--- src/hw/rtl/ttspp_pkg.sv ---
// Package for the top-two spectral peak picker: widths, constants and the
// word types shared between the tracker, the frequency stage and the top level.
// No dependencies.
package ttspp_pkg;

   // spectrum and field geometry
   localparam int unsigned FftPoints = 8192;
   localparam int unsigned FftLog2   = $clog2(FftPoints);
   localparam int unsigned MagW      = 32;
   localparam int unsigned BinW      = 12;
   localparam int unsigned RateW     = 18;
   localparam int unsigned FreqW     = 17;
   localparam int unsigned ProdW     = BinW + RateW;

   // highest bin index the counter reaches, highest bin that can be a peak
   localparam logic [BinW-1:0] CntMax    = {BinW{1'b1}};
   localparam int unsigned     PeakLimit = FftPoints / 2 - 2;
   localparam logic [FreqW-1:0] FreqMax  = {FreqW{1'b1}};

   localparam logic [RateW-1:0] RateReset = RateW'(44100);

   // pair of peak bin indices handed from the tracker to the frequency stage
   typedef struct packed {
      logic [BinW-1:0] best_bin;
      logic [BinW-1:0] second_bin;
   } peak_bins_type;

endpackage

--- src/hw/rtl/ttspp_tracker.sv ---
// Running local-maximum detector and top-two peak tracker, one bin per word.
// Depends on ttspp_pkg.
module ttspp_tracker (
   input  logic                          clock,
   input  logic                          reset,
   input  logic                          fire,
   input  logic [ttspp_pkg::MagW-1:0]    magnitude,
   input  logic                          last_bin,
   output ttspp_pkg::peak_bins_type      peaks
);
   import ttspp_pkg::*;

   logic [BinW-1:0] bin_ff, bin_in;
   logic            overrun_ff, overrun_in;
   logic [MagW-1:0] left_ff, left_in;
   logic [MagW-1:0] centre_ff, centre_in;
   logic [MagW-1:0] best_mag_ff, best_mag_in;
   logic [MagW-1:0] second_mag_ff, second_mag_in;
   logic [BinW-1:0] best_idx_ff, best_idx_in;
   logic [BinW-1:0] second_idx_ff, second_idx_in;
   logic [BinW-1:0] cand;
   logic            is_peak;

   // centre bin is a peak candidate when it is at least the left bin and above the right bin
   always_comb begin
      cand    = bin_ff - BinW'(1);
      is_peak = (bin_ff >= BinW'(2)) && !overrun_ff
                && (32'(cand) <= PeakLimit)
                && (centre_ff >= left_ff) && (centre_ff > magnitude);
   end

   // next state of the window, the trackers and the bin counter
   always_comb begin
      bin_in        = bin_ff;
      overrun_in    = overrun_ff;
      left_in       = left_ff;
      centre_in     = centre_ff;
      best_mag_in   = best_mag_ff;
      second_mag_in = second_mag_ff;
      best_idx_in   = best_idx_ff;
      second_idx_in = second_idx_ff;
      if (fire) begin
         if (bin_ff == '0) begin
            // seed both trackers with the DC bin
            best_mag_in   = magnitude;
            second_mag_in = magnitude;
            best_idx_in   = '0;
            second_idx_in = '0;
         end else if (is_peak) begin
            if (centre_ff > best_mag_ff) begin
               second_mag_in = best_mag_ff;
               second_idx_in = best_idx_ff;
               best_mag_in   = centre_ff;
               best_idx_in   = cand;
            end else if (centre_ff > second_mag_ff) begin
               second_mag_in = centre_ff;
               second_idx_in = cand;
            end
         end
         left_in   = centre_ff;
         centre_in = magnitude;
         // saturate the counter and flag an overlong spectrum
         if (bin_ff == CntMax) begin
            overrun_in = 1'b1;
         end else begin
            bin_in = bin_ff + BinW'(1);
         end
         // restart on the end of the spectrum
         if (last_bin) begin
            bin_in     = '0;
            overrun_in = 1'b0;
         end
      end
   end

   always_ff @(posedge clock) begin
      if (reset) begin
         bin_ff     <= '0;
         overrun_ff <= 1'b0;
      end else begin
         bin_ff     <= bin_in;
         overrun_ff <= overrun_in;
      end
   end

   always_ff @(posedge clock) begin
      left_ff       <= left_in;
      centre_ff     <= centre_in;
      best_mag_ff   <= best_mag_in;
      second_mag_ff <= second_mag_in;
      best_idx_ff   <= best_idx_in;
      second_idx_ff <= second_idx_in;
   end

   // indices after this word, valid as a result when it carries last_bin
   assign peaks.best_bin   = best_idx_in;
   assign peaks.second_bin = second_idx_in;

endmodule

--- src/hw/rtl/ttspp_freq.sv ---
// Bin-to-frequency stage: bin * rate / FftPoints, saturated, into the
// result register. Depends on ttspp_pkg.
module ttspp_freq (
   input  logic                          clock,
   input  logic                          load,
   input  ttspp_pkg::peak_bins_type      peaks,
   input  logic [ttspp_pkg::RateW-1:0]   rate_hz,
   output ttspp_pkg::peak_bins_type      bins_out,
   output logic [ttspp_pkg::FreqW-1:0]   best_freq,
   output logic [ttspp_pkg::FreqW-1:0]   second_freq
);
   import ttspp_pkg::*;

   logic [ProdW-1:0]  best_prod, second_prod;
   logic [ProdW-1:0]  best_q, second_q;
   logic [FreqW-1:0]  best_freq_in, second_freq_in;
   peak_bins_type     bins_ff;
   logic [FreqW-1:0]  best_freq_ff, second_freq_ff;

   // scale by the rate, divide by the power-of-two length, clamp to the field
   always_comb begin
      best_prod   = ProdW'(peaks.best_bin) * ProdW'(rate_hz);
      second_prod = ProdW'(peaks.second_bin) * ProdW'(rate_hz);
      best_q      = best_prod >> FftLog2;
      second_q    = second_prod >> FftLog2;
      best_freq_in   = (best_q > ProdW'(FreqMax)) ? FreqMax : best_q[FreqW-1:0];
      second_freq_in = (second_q > ProdW'(FreqMax)) ? FreqMax : second_q[FreqW-1:0];
   end

   always_ff @(posedge clock) begin
      if (load) begin
         bins_ff        <= peaks;
         best_freq_ff   <= best_freq_in;
         second_freq_ff <= second_freq_in;
      end
   end

   assign bins_out    = bins_ff;
   assign best_freq   = best_freq_ff;
   assign second_freq = second_freq_ff;

endmodule

--- src/hw/rtl/top_two_spectral_peak_picker.sv ---
// Top-two spectral peak picker. Takes one bin word per cycle, back to back, while ready.
// The peak pair of the word carrying tlast is registered in the s1 stage, then its
// frequencies in the result register, which raises rsp_tvalid (tracker, then result).
// Throughput: one input word per cycle unless a full pipe waits on rsp_tready.
// Reset clears the bin counter, overrun flag and valids; the sample rate returns to 44100.
// Depends on ttspp_pkg, ttspp_tracker and ttspp_freq.
module top_two_spectral_peak_picker (
   input  logic                          clock,
   input  logic                          reset,
   // input stream
   input  logic                          req_tvalid,
   output logic                          req_tready,
   input  logic [31:0]                   req_tdata,   // [31:0] magnitude
   input  logic                          req_tlast,   // last_bin
   // result stream
   output logic                          rsp_tvalid,
   input  logic                          rsp_tready,
   output logic [63:0]                   rsp_tdata,   // [11:0] best_bin, [23:12] second_bin,
                                                      // [40:24] best_freq, [57:41] second_freq
   // configuration
   input  logic                          csr_valid,
   output logic                          csr_ready,
   input  logic [ttspp_pkg::RateW-1:0]   csr_wdata    // sample rate in hertz
);
   import ttspp_pkg::*;

   logic [RateW-1:0] rate_ff;
   logic             req_fire;
   logic             advance;
   logic             s1_load;
   logic             s1_valid_ff;
   logic             out_valid_ff;
   peak_bins_type    trk_bins;
   peak_bins_type    s1_bins_ff;
   peak_bins_type    out_bins;
   logic [FreqW-1:0] best_freq;
   logic [FreqW-1:0] second_freq;

   // sample rate register
   assign csr_ready = 1'b1;
   always_ff @(posedge clock) begin
      if (reset) begin
         rate_ff <= RateReset;
      end else if (csr_valid) begin
         rate_ff <= csr_wdata;
      end
   end

   // advance the pipe when the result slot is free or being drained
   assign advance    = !out_valid_ff || rsp_tready;
   assign s1_load    = !s1_valid_ff || advance;
   assign req_tready = s1_load;
   assign req_fire   = req_tvalid && req_tready;

   ttspp_tracker u_tracker (
      .clock     (clock),
      .reset     (reset),
      .fire      (req_fire),
      .magnitude (req_tdata[MagW-1:0]),
      .last_bin  (req_tlast),
      .peaks     (trk_bins)
   );

   // hold the final peak pair of a spectrum
   always_ff @(posedge clock) begin
      if (reset) begin
         s1_valid_ff <= 1'b0;
      end else if (s1_load) begin
         s1_valid_ff <= req_fire && req_tlast;
      end
   end

   always_ff @(posedge clock) begin
      if (s1_load) begin
         s1_bins_ff <= trk_bins;
      end
   end

   ttspp_freq u_freq (
      .clock       (clock),
      .load        (advance && s1_valid_ff),
      .peaks       (s1_bins_ff),
      .rate_hz     (rate_ff),
      .bins_out    (out_bins),
      .best_freq   (best_freq),
      .second_freq (second_freq)
   );

   // result word valid
   always_ff @(posedge clock) begin
      if (reset) begin
         out_valid_ff <= 1'b0;
      end else if (advance) begin
         out_valid_ff <= s1_valid_ff;
      end
   end

   assign rsp_tvalid = out_valid_ff;
   assign rsp_tdata  = {6'b0, second_freq, best_freq, out_bins.second_bin, out_bins.best_bin};

endmodule
--- config.mk ---
export PLATFORM = sky130hd
export DESIGN_NAME = top_two_spectral_peak_picker
export DESIGN_NICKNAME = d
export VERILOG_FILES = /design/src/hw/rtl/ttspp_pkg.sv /design/src/hw/rtl/ttspp_tracker.sv /design/src/hw/rtl/ttspp_freq.sv /design/src/hw/rtl/top_two_spectral_peak_picker.sv
export SDC_FILE = /design/constraint.sdc
export NUM_CORES = 1
export LEC_CHECK = 0
export BUFFER_PORTS_ARGS = -buffer_cell sky130_fd_sc_hd__buf_4
export CORE_ASPECT_RATIO = 0.6
export CORE_MARGIN = 5
export CORE_UTILIZATION = 45
export CTS_BUF_LIST = sky130_fd_sc_hd__clkbuf_2 sky130_fd_sc_hd__clkbuf_4 sky130_fd_sc_hd__clkbuf_8
export DETAILED_ROUTE_END_ITERATION = 8
export PLACE_DENSITY = 0.68
export RECOVER_POWER = 100
export SKIP_LAST_GASP = 1
export SYNTH_ARGS = -nofsm -noshare
export SYNTH_HDL_FRONTEND = slang
export SYNTH_HIERARCHICAL = 1
export SYNTH_SLANG_ARGS = --single-unit
--- constraint.sdc ---
create_clock -name clock -period 7 [get_ports clock]
set_input_delay 1.4 -clock clock [delete_from_list [all_inputs] [get_ports clock]]
set_output_delay 1.4 -clock clock [all_outputs]
set_load 0.01 [all_outputs]
# Yosys cells after proc, flatten, opt, wreduce, memory -nomap -nowiden
# Cells that the tools add are included.
classes:
  n_mux: 20
  reduce_logical: 21
  n_lt_le_gt_ge: 8
  n_eq_ne: 2
  n_mul: 2
  n_addsub: 2
ops:
  columns: ["cell", "n"]
  rows:
  - ["$mux W32", 7]
  - ["$mux W12", 11]
  - ["$gt A32 B32 Y1", 3]
  - ["$mul A12 B18 Y30", 2]
  - ["$gt A17 B17 Y1 const B", 2]
  - ["$ge A32 B32 Y1", 1]
  - ["$add A12 B1 Y12 const B", 1]
  - ["$eq A12 B12 Y1 const B", 1]
  - ["$ge A12 B2 Y1 const B", 1]
  - ["$le A12 B12 Y1 const B", 1]
  - ["$logic_not A12 Y1", 1]
  - ["$sub A12 B1 Y12 const B", 1]
  - ["$logic_and A1 B1 Y1", 7]
  - ["$reduce_and A3 Y1", 2]
  - ["$reduce_bool A2 Y1", 3]
  - ["$reduce_and A2 Y1", 2]
  - ["$logic_not A1 Y1", 3]
  - ["$reduce_bool A3 Y1", 1]
  - ["$logic_or A1 B1 Y1", 2]
  - ["$mux W1", 2]
  - ["$ne A2 B2 Y1 const B", 1]
word_totals:
  in_bits: 56
  register_bits: 267

# Logic depth before layout (Yosys ltp)
logic_depth:
  depth_word: 8
  ltp_mapped: 22

# Modules after synthesis
# Netlist, hierarchy kept.
by_module_without_submodules:
  columns: ["module", "seq_area_each_um2", "instances", "cells_each", "area_each_um2"]
  rows:
  - ["ttspp_freq", 1741.7, 1, 1647, 15016.9]
  - ["ttspp_tracker", 4584.4, 1, 992, 9929.5]
  - ["top_two_spectral_peak_picker", 1121.1, 1, 101, 1537.7]

# Worst setup path after synthesis
# OpenSTA, ideal clock, no wires.
synth_timing:
  path_type: "register to register"
  from: "reg s1_bins_ff[17] (netlist bit)"
  to: "reg u_freq.best_freq_ff[11], in the netlist u_freq/best_freq[11], data pin"
  t_arrival_ns: 5.208
  slack_ns: 1.528
  path_buffers: 3
  path_stages_with_launch: 21
  required_time_ns: 6.736
  synth_period_minus_slack_ns: 5.472
  cell_sequence: "edfxtp_1 -> clkbuf_1 -> clkbuf_1 -> nand2_1 -> fa_1 -> fa_1 -> inv_1 -> fa_1 -> fa_1 -> inv_1 -> fa_1 -> inv_1 -> ha_1 -> a21oi_1 -> nand3_1 -> o211ai_1 -> a211oi_1 -> or3_1 -> clkbuf_1 -> a31oi_1 -> xnor2_1"
synth_between:
  elab_chain_len: 2
synth_rtl:
  columns: ["item", "line_no", "source"]
  rows:
  - ["start: declaration", "top_two_spectral_peak_picker.sv:34", "peak_bins_type s1_bins_ff;"]
  - ["start signal: assignment", "top_two_spectral_peak_picker.sv:75", "s1_bins_ff <= trk_bins;"]
  - ["$mul A12 B18 Y30 *", "ttspp_freq.sv:22", "best_prod = ProdW'(peaks.best_bin) * ProdW'(rate_hz);"]
  - ["$gt A17 B17 Y1", "ttspp_freq.sv:26", "best_freq_in = (best_q > ProdW'(FreqMax)) ? FreqMax : best_q[FreqW-1:0];"]
  - ["end signal: assignment", "ttspp_freq.sv:33", "best_freq_ff <= best_freq_in;"]
  - ["end: declaration", "ttspp_freq.sv:18", "logic [FreqW-1:0] best_freq_ff, second_freq_ff;"]
# Every way passes the cells marked *; elsewhere a longest branch is shown, timed or not.
# A chain may end at the register's enable or synchronous reset.

# Final worst setup path
layout_timing:
  from: "reg rate_ff[10]"
  to: "reg u_freq.best_freq_ff[9], in the netlist u_freq/best_freq[9], data pin"
layout_between:
  elab_chain_len: 2
layout_rtl:
  columns: ["item", "line_no", "source"]
  rows:
  - ["start: declaration", "top_two_spectral_peak_picker.sv:27", "logic [RateW-1:0] rate_ff;"]
  - ["start signal: assignment", "top_two_spectral_peak_picker.sv:43", "rate_ff <= RateReset;"]
  - ["start signal: assignment", "top_two_spectral_peak_picker.sv:45", "rate_ff <= csr_wdata;"]
  - ["$mul A12 B18 Y30 *", "ttspp_freq.sv:22", null]
  - ["$gt A17 B17 Y1", "ttspp_freq.sv:26", null]
# Marks and branches as above.

==> impl_metrics.csv <==
group,metric,value,unit
clock_network,cts_tree,"done",
pwr,switchingPower,1.21,mW
grt,grt_usage,21.7,%
synth,yosys.area_share.simple,14.7,%
synth,muxShareOfSynthArea,0.869,%
critical_path,crit_type,"reg -> reg",
grt,grt_max_degree,73,
layout,final_common_cell,"inv_1",
timing,fin_tns_setup,0,ns
synth,synthCells,2740,
timing,rsz0062_at_grt,"false",
timing,worstMarginPinSlew,3.56,ns
drt,first_iter_violations,1669,
layout,seq_area,0.00745,sq mm
placement,placed_cells,3527,
synth,synthFlopType,"edfxtp_1",
timing,clock_skew,0.0471,ns
run_status,run_status,"finished with violations",
timing,finalMaxSlewViolations,275,
placement,globalplace.congestion,0.909,
pwr,p_seq_share,46.2,%
clock_network,cts_buffers,45,
timing,min_period,6.05,ns
synth,yosysSeqAreaShare,28.1,%
synth,synthTopCellsByArea,"fa_1 (24%), edfxtp_1 (24%), ha_1 (12%)",
grt,grt_pass1_wl,111,mm
die,die_area,0.0640,sq mm
layout,design_area,0.0285,sq mm
synth,synth-seq-cells,267,
die,die_w,323,microns
hold_path,hold_path_class,"reg -> reg",
critical_path,rr_startpoint,"rate_ff[10]$_SDFFE_PP1P_",
clock_network,root_buffer,"clkbuf_8",
drt,drt-pass1-iter-count,5,
die,initial_utilization,45.8,%
synth,synth-edff-count,210,
drt,wire_per_inst,18.9,microns
grt,overflow,0,
drt,routed_wirelength,68.4,mm
layout,layout_common_cells,"inv_1 (500), nand2_1 (439), fa_1 (318)",
die,rows,68,
clock_network,ctsHoldBuffers,0,
drt,dr_total_vias,19400,
drt,post_drt_via_cell_ratio,5.37,
grt,antenna_found_initial,1,
synth,synth_top_area_share,24.0,%
drt,drc_errors,0,
layout,syn_to_final_growth,7.68,%
timing,finalCritPeriodShare,86.4,%
synth,synth_area,0.0265,sq mm
pwr,p_sw_share,29.5,%
critical_path,arrival,6.41,ns
critical_path,regToRegSetupSlack,0.95,ns
flow_run,max_cap_violations,7,
timing,report.final.hold_viol_count,0,
critical_path,crit_path_start_kind,"flip-flop",
grt,grt_pass1_vias,20400,
layout,final_layout_size_suffix_gt1_share,5.28,%
pwr,cellLeakagePower,13.7,nW
die,boundaryPins,123,
pwr,vdd_drop_max,118,uV
synth,synthArstFlopShare,0,%
critical_path,cp-startpoint,"rate_ff[10]$_SDFFE_PP1P_",
layout,nets,3439,
clock_network,cts.sinks,267,
placement,port-buffer-count,115,
synth,synth_top_family_by_area,"adder cells",
synth,synthDistinctLibCells,84,
layout,final_cells,3612,
timing,slew_headroom,-137,%
placement,place_area,0.0280,sq mm
synth,synth_compound_area_share,8.70,%
hold_path,min-delay-start,"s1_valid_ff$_SDFFE_PP0P_",
clock_network,htreeDepth,2,
die,die_h,198,microns
clock_network,clock_latency,0.64,ns
placement,hpwl,52.1,mm
synth,synth.avg_cell_area,9.67,sq um
die,coreArea,0.0579,sq mm
drt,ant_nets,0,
timing,setup_viol,0,
synth,synthXorXnorAreaFrac,1.95,%
timing,fmax,165,MHz
synth,ys_warn_count,6,
layout,multi_input_area,0.0165,sq mm
pwr,intPower,2.88,mW
pwr,combPwrFrac,15.1,%
critical_path,required,7.36,ns
clock_network,clkTransAtPathRegs,0.07,ns
run_status,violations,"capacitance limit, slew limit",
clock_network,clock_path_buffers,3,
pwr,powerDensity,143,mW/mm^2
critical_path,path_max_fanout,25,
pwr,p_clk_share,38.7,%
layout,fillCellCount,5343,
critical_path,endpoint_kind,"flip-flop",
synth,synth_fa_ha_area_share,36.4,%
synth,synth_top_area_cell,"fa_1",
clock_network,postCtsSetupRepairBufs,0,
clock_network,cts_resized,0,
-- power by group through the flow --
| stage | sequential, mW | clock, mW | combinational [mW] |
|---|---|---|---|
| after detailed placement | 1.92 | 0 | 0.631 |
| final | 1.89 | 1.58 | 0.618 |
| after CTS | 1.89 | 1.63 | 0.637 |
| after global placement | 1.92 | 0 | 0.611 |
| after global routing | 1.90 | 1.70 | 0.696 |
| after floorplan | 1.88 | 0 | 0.446 |
-- worst max-delay path: stages, from the launching register on --
cell	delay [ns]
dfxtp_1	0.98
nand2_1	0.19
fa_1	0.54
fa_1	0.52
inv_1	0.05
fa_1	0.50
fa_1	0.56
inv_1	0.06
fa_1	0.53
inv_1	0.04
ha_1	0.38
a21oi_1	0.30
o211ai_1	0.16
a31oi_1	0.16
o21ai_0	0.11
a41oi_1	0.34
o21ai_0	0.18
xnor2_1	0.14
-- layout make-up --
type                       count  area share, %
sequential                   267           26.1
multi-input combinational   1850           58.0
antenna                        1        0.00877
clock buffer                  53           2.49
tap                          770           3.38
timing repair buffer         140           2.41
inverter                     500           6.58
clock inverter                31           1.02
-- through the flow --
stage	power [mW]	setup slack, ns	utilization, %	hold slack, ns
2_1_floorplan	2.33	1.53	-	0.421
3_3_place_gp	2.53	1.13	48.3	0.465
3_5_place_dp	2.55	1.07	48.3	0.465
4_1_cts	4.16	1.03	50.0	0.474
5_1_grt	4.30	0.683	49.3	0.502
6_report	4.09	0.950	49.3	0.458
-- metal layers --
metal | routed length, microns | track usage, % | up-vias
met5 | 0 | 0 | -
met2 | 27800 | 31.1 | 817
li1 | - | - | 8953
met4 | 1100 | 4.02 | 0
met1 | 32600 | 33.0 | 9559
met3 | 6870 | 6.33 | 82
-- sequential cells by signal (all words and copies together) (netlist names) --
name and cells:
u_tracker/bin_ff 12, u_tracker/centre_ff 32, u_freq/second_freq 17, u_tracker/overrun_ff 1
u_tracker/left_ff 32, s1_bins_ff 24, rate_ff 18, s1_valid_ff 1
u_tracker/best_mag_ff 32, u_freq/bins_out 24, u_freq/best_freq 17, u_tracker/second_idx_ff 12
u_tracker/best_idx_ff 12, u_tracker/second_mag_ff 32, rsp_tvalid 1
-- kinds of logic after synthesis --
logic type               after synthesis
adder cells (fa/ha/maj)              579
multiplexers                          22
buffers and inverters                628
XOR/XNOR                              59
AO/OA/AOI/OAI                        356
other                                  2
flip-flops                           267
AND/OR/NAND/NOR                      827
-- cell usage after synthesis (24+ instances only) --
cell type / n
inv_1: 498
nand2_1: 439
fa_1: 318
ha_1: 261
edfxtp_1: 210
and2_1: 140
a21oi_1: 112
clkbuf_1: 105
nor2_1: 105
dfxtp_1: 57
o21ai_0: 42
a21o_1: 41
nand4_1: 38
xnor2_1: 36
o21ai_1: 34
nand3_1: 24
-- path summary, 6_finish.rpt --
| path | end | cells after the start |
|---|---|---|
| setup / recovery | u_freq/best_freq[9]$_SDFFCE_PN1P_ | 17 |
| hold / removal | rsp_tvalid$_SDFFE_PP0P_ | 2 |
| setup reg to reg | u_freq/best_freq[9]$_SDFFCE_PN1P_ | 17 |
| hold reg to reg | rsp_tvalid$_SDFFE_PP0P_ | 2 |
No activity file was read; power rests on OpenSTA's default activity.
